`src/hdl/orthonormal_color_transform_defines.svh`:
```
// Assertion helpers used by the RTL in orthonormal_color_transform.sv.
`ifndef ORTHONORMAL_COLOR_TRANSFORM_DEFINES_SVH
`define ORTHONORMAL_COLOR_TRANSFORM_DEFINES_SVH

// Same-cycle implication, disabled while reset is asserted.
`define OCT_ASSERT_NOW(label, clk, rst_n, ante, cons) \
    label: assert property (@(posedge clk) disable iff (!(rst_n)) (ante) |-> (cons)) \
        else $error("oct assertion failed");

// Next-cycle implication, disabled while reset is asserted.
`define OCT_ASSERT_NEXT(label, clk, rst_n, ante, cons) \
    label: assert property (@(posedge clk) disable iff (!(rst_n)) (ante) |=> (cons)) \
        else $error("oct assertion failed");

`endif

```
`src/hdl/oct_pkg.sv`:
```
package oct_pkg;

    localparam int SAMPLE_BITS = 20;
    localparam int CFG_INDEX_BITS = 2;
    localparam int CFG_DATA_BITS = 2;
    localparam int CHANNELS = 4;

    typedef logic signed [SAMPLE_BITS-1:0] sample_t;

    typedef struct packed {
        sample_t sample_a;
        sample_t sample_b;
        sample_t sample_c;
        sample_t sample_d;
    } pixel_in_t;

    typedef struct packed {
        sample_t result_a;
        sample_t result_b;
        sample_t result_c;
        sample_t result_d;
        logic    saturated;
    } pixel_out_t;

    // One finished channel: clipped value plus clip flag.
    typedef struct packed {
        sample_t value;
        logic    clipped;
    } rs_out_t;

    typedef enum logic [CFG_INDEX_BITS-1:0] {
        CFG_DIRECTION    = 2'd0,
        CFG_CHANNEL_MODE = 2'd1
    } cfg_index_t;

    typedef enum logic [1:0] {
        MODE_SINGLE = 2'd0,
        MODE_RGB    = 2'd1,
        MODE_BAYER  = 2'd2
    } mode_t;

    localparam logic DIR_FORWARD = 1'b0;
    localparam logic DIR_INVERSE = 1'b1;

    // Integer square root, elaboration-time use only (coefficient setup).
    function automatic longint unsigned isqrt(input longint unsigned x);
        longint unsigned rem;
        longint unsigned root;
        longint unsigned bitv;
        rem  = x;
        root = 64'd0;
        bitv = 64'h4000_0000_0000_0000;
        for (int k = 0; k < 32; k++) begin
            if (bitv > x) begin
                bitv = bitv >> 2;
            end
        end
        for (int k = 0; k < 32; k++) begin
            if (bitv != 64'd0) begin
                if (rem >= root + bitv) begin
                    rem  = rem - (root + bitv);
                    root = (root >> 1) + bitv;
                end else begin
                    root = root >> 1;
                end
                bitv = bitv >> 2;
            end
        end
        return root;
    endfunction

endpackage

```
`src/hdl/oct_round_sat.sv`:
```
module oct_round_sat #(
    parameter int PAIR_BITS = 40,
    parameter int FRAC_BITS = 16
) (
    input  logic signed [PAIR_BITS-1:0] pair_lo,
    input  logic signed [PAIR_BITS-1:0] pair_hi,
    output oct_pkg::rs_out_t            res
);
    import oct_pkg::*;

    localparam int SUM_BITS = PAIR_BITS + 2;
    localparam int Q_BITS   = SUM_BITS - FRAC_BITS;
    localparam logic signed [SUM_BITS-1:0] HALF = SUM_BITS'(1) <<< (FRAC_BITS - 1);
    localparam logic signed [Q_BITS-1:0] Q_MAX = Q_BITS'((64'd1 << (SAMPLE_BITS - 1)) - 1);
    localparam logic signed [Q_BITS-1:0] Q_MIN = -Q_MAX - Q_BITS'(1);

    logic signed [SUM_BITS-1:0] sum;
    logic signed [Q_BITS-1:0]   q;

    // Add the half LSB, then floor: round to nearest, ties up.
    assign sum = SUM_BITS'(pair_lo) + SUM_BITS'(pair_hi) + HALF;
    assign q   = $signed(sum[SUM_BITS-1:FRAC_BITS]);

    always_comb begin
        if (q > Q_MAX) begin
            res.value   = Q_MAX[SAMPLE_BITS-1:0];
            res.clipped = 1'b1;
        end else if (q < Q_MIN) begin
            res.value   = Q_MIN[SAMPLE_BITS-1:0];
            res.clipped = 1'b1;
        end else begin
            res.value   = q[SAMPLE_BITS-1:0];
            res.clipped = 1'b0;
        end
    end

endmodule

```
`config.mk`:
```
export PLATFORM = sky130hd
export DESIGN_NAME = oct_round_sat
export DESIGN_NICKNAME = d
export VERILOG_FILES = /design/src/hdl/orthonormal_color_transform_defines.svh /design/src/hdl/oct_pkg.sv /design/src/hdl/oct_round_sat.sv
export SDC_FILE = /design/constraint.sdc
export NUM_CORES = 1
export LEC_CHECK = 0
export ABC_AREA = 1
export BUFFER_PORTS_ARGS = -buffer_cell sky130_fd_sc_hd__buf_2
export CAP_MARGIN = 15
export CORE_MARGIN = 3
export CORE_UTILIZATION = 56
export DETAILED_ROUTE_END_ITERATION = 10
export PLACE_DENSITY_LB_ADDON = 0.15
export REMOVE_ABC_BUFFERS = 1
export SLEW_MARGIN = 20
export SYNTH_ARGS = -nofsm -noshare
export SYNTH_HDL_FRONTEND = slang
export SYNTH_SLANG_ARGS = --single-unit
```
`constraint.sdc`:
```
create_clock -name vclk -period 3.32
set_input_delay 0.332 -clock vclk [all_inputs]
set_output_delay 0.332 -clock vclk [all_outputs]
set_load 0.005 [all_outputs]
```
==> impl_metrics.ini <==
[outcome]
status = completed

[yosys]
synth_xor_area_share_pct = 4.27
yosys.area.top_type = nand2_1
avgSynthCellArea_um2 = 5.38
synth_mux_area_share_pct = 0
synth_fa_ha_area_share_pct = 28.0
synth_top_cells_by_area = nand2_1 28%, ha_1 28%, inv_1 12%
ys_seq_area_share_pct = 0
syn_area_um2 = 3490
synth-compound-area-share_pct = 9.94
synth-simple-area-share_pct = 44.5
yosysTopAreaCellShare_pct = 28.2
synth_common_cells = 262 x nand2_1, 108 x inv_1, 78 x ha_1
ys_warn_count = 0
syn_inst = 648
synth_top_family_by_area = simple AND/OR/NAND/NOR gates
synth_cell_types = 31
synth_most_common_cell = nand2_1

[worst_setup_path]
critPathSlowestCell = ha_2
path_class = primary input to primary output
required_ns = 2.99
crit_path_cell_trace = buf_2, ha_1, ha_2, nand2_1, nor2_1, inv_1, nor3_2, nand3_1, nand3_1, nand2_1, nand2_1, nand2_1, nor2_1, nand2_1, nand2_2, buf_12, nand2_1, nand2_1, buf_2
end_kind = primary output
path_max_fanout = 19
start_kind = primary input
worstPathArrival_ns = 2.78
critPathMostFrequentCell = nand2_1
cpPeakStageDelay_ns = 0.39

[place]
gp_congestion = 0.959
dp.cells = 826
dp_hpwl_mm = 9.19
portBuffers = 101
place_ws_ns = 0.181

[routing]
drt_pass1_iterations = 5
drc = 0
postRouteAntennaNets = 0
routed_via_density = 5.22
wl_mm = 10.7
drtIter0Drc = 256
wire_per_inst_um = 12.9
num_vias = 4313

[grt]
overflow = 0
grt_pass1_vias = 3989
use_met3_pct = 0.291
grt_use_met1_pct = 37.8
top_usage_layer = met2
grt_antenna_before_repair = 0
gr-usage-met2_pct = 50.6
grt_max_degree = 20
groute.usage.overall_pct = 27.8
grt_pass1_wl_mm = 17.0

[pwr]
pwr-share-seq_pct = 0
power.switching_mw = 0.595
internal_power_mw = 0.401
switching_share_pct = 59.8
vdd_ir_drop_max_mv = 0.138
pwr-share-comb_pct = 100.0
power_leakage_nw = 2.64
power_density_nw_per_um2 = 232
p_clk_share_pct = 0

[finish]
drive_above_1_share_pct = 21.7
area_growth_pct = 22.8
seq_cell_count = 0
seq_area_um2 = 0
clockBufferCount = 0
fin_util_pct = 71.5
antenna_cells = 0
layoutNonFillerInstCount = 826
fin_nets = 911

[die]
std_cell_rows = 28
io-pin-count = 101
die_h_um = 84.9
core_um2 = 5990
die_w_um = 84.9
start_util_pct = 58.2
dieArea_um2 = 7210

[min_path]
hold_class = primary input to primary output
hold_path_depth = 7

[sta]
slew_headroom_pct = 71.4
fmaxAchievable_ghz = 0.321
slew_violations = 0
setup_ws_ns = 0.205
min_period_ns = 3.12
period_share_pct = 93.8
hold_violations = 0
setup_viol = 0
worstMarginPinSlew_ns = 0.424

[run]
cap_violations = 0

[cts]
cts_setup_buffers = 0
## metrics by stage
stage	total power, mW	instance area (µm²)	setup TNS [ns]	hold slack [ns]
floorplan	0.611	3440	0	1.02
detailed placement	0.916	4110	0	1.34
finish	0.995	4280	0	1.36
global route	1.11	4280	-0.538	1.39
CTS	0.921	4110	0	1.35
global placement	0.897	4110	0	1.33
## critical path, delay by kind of cell
kind | cells | cell delay (ns)
and+or+nand+nor | 13 | 1.28
adders and majority gates | 2 | 0.69
buffers and inverters | 4 | 0.47
## power groups by stage
stage	Combinational (mW)	Clock (mW)	Sequential [mW]
after floorplan	0.611	0	0
after global placement	0.897	0	0
after detailed placement	0.916	0	0
after CTS	0.921	0	0
after global routing	1.11	0	0
final	0.995	0	0
## routing by layer
metal | routed length (µm) | vias to the layer above
met3 | 548 | 18
met4 | 179 | 0
li1 | - | 2246
met2 | 5040 | 153
met5 | 0 | -
met1 | 4910 | 1896
## logic make-up after synthesis
family | Yosys count
xor gates and xnor gates | 17
and+or+nand+nor | 378
AOI/OAI and AO/OA | 59
buffers and inverters | 116
adders and majority gates | 78
## timing repair
item	4_1_cts	5_1_grt
resized for setup	0	36
hold buffers	0	0
setup endpoints to repair	0	20
## layout make-up
| class | count | area (µm²) |
|---|---|---|
| well taps | 75 | 93.8 |
| inverters | 112 | 420 |
| fillers | 534 | 1710 |
| repair buffers | 107 | 576 |
| multi-input cells | 532 | 3190 |
## cells in the final DEF, fill, tap and decap left out, types with 2 or more instances in the layout
cell type    n
nor2_1      50
nand3_1     28
nor4_1       2
xor2_1       6
nand2_2     16
buf_4        4
nor3_1       2
ha_2         4
o21ai_1      3
a21boi_0     2
a21oi_1     27
a21oi_2      5
nor2_2      11
nor3_2       3
xnor2_1     11
o21ai_0      6
inv_2        5
buf_12       2
ha_1        67
nor2_4       2
inv_1      107
ha_4         7
a21o_1       2
nand4_1      6
a31oi_1      4
nand2_1    254
buf_2      101
o21bai_1     5
## worst paths after layout
kind | to | start
min | res[3] | pair_hi[18]
max | res[6] | pair_lo[34]
(Power assumes the default switching activity.)
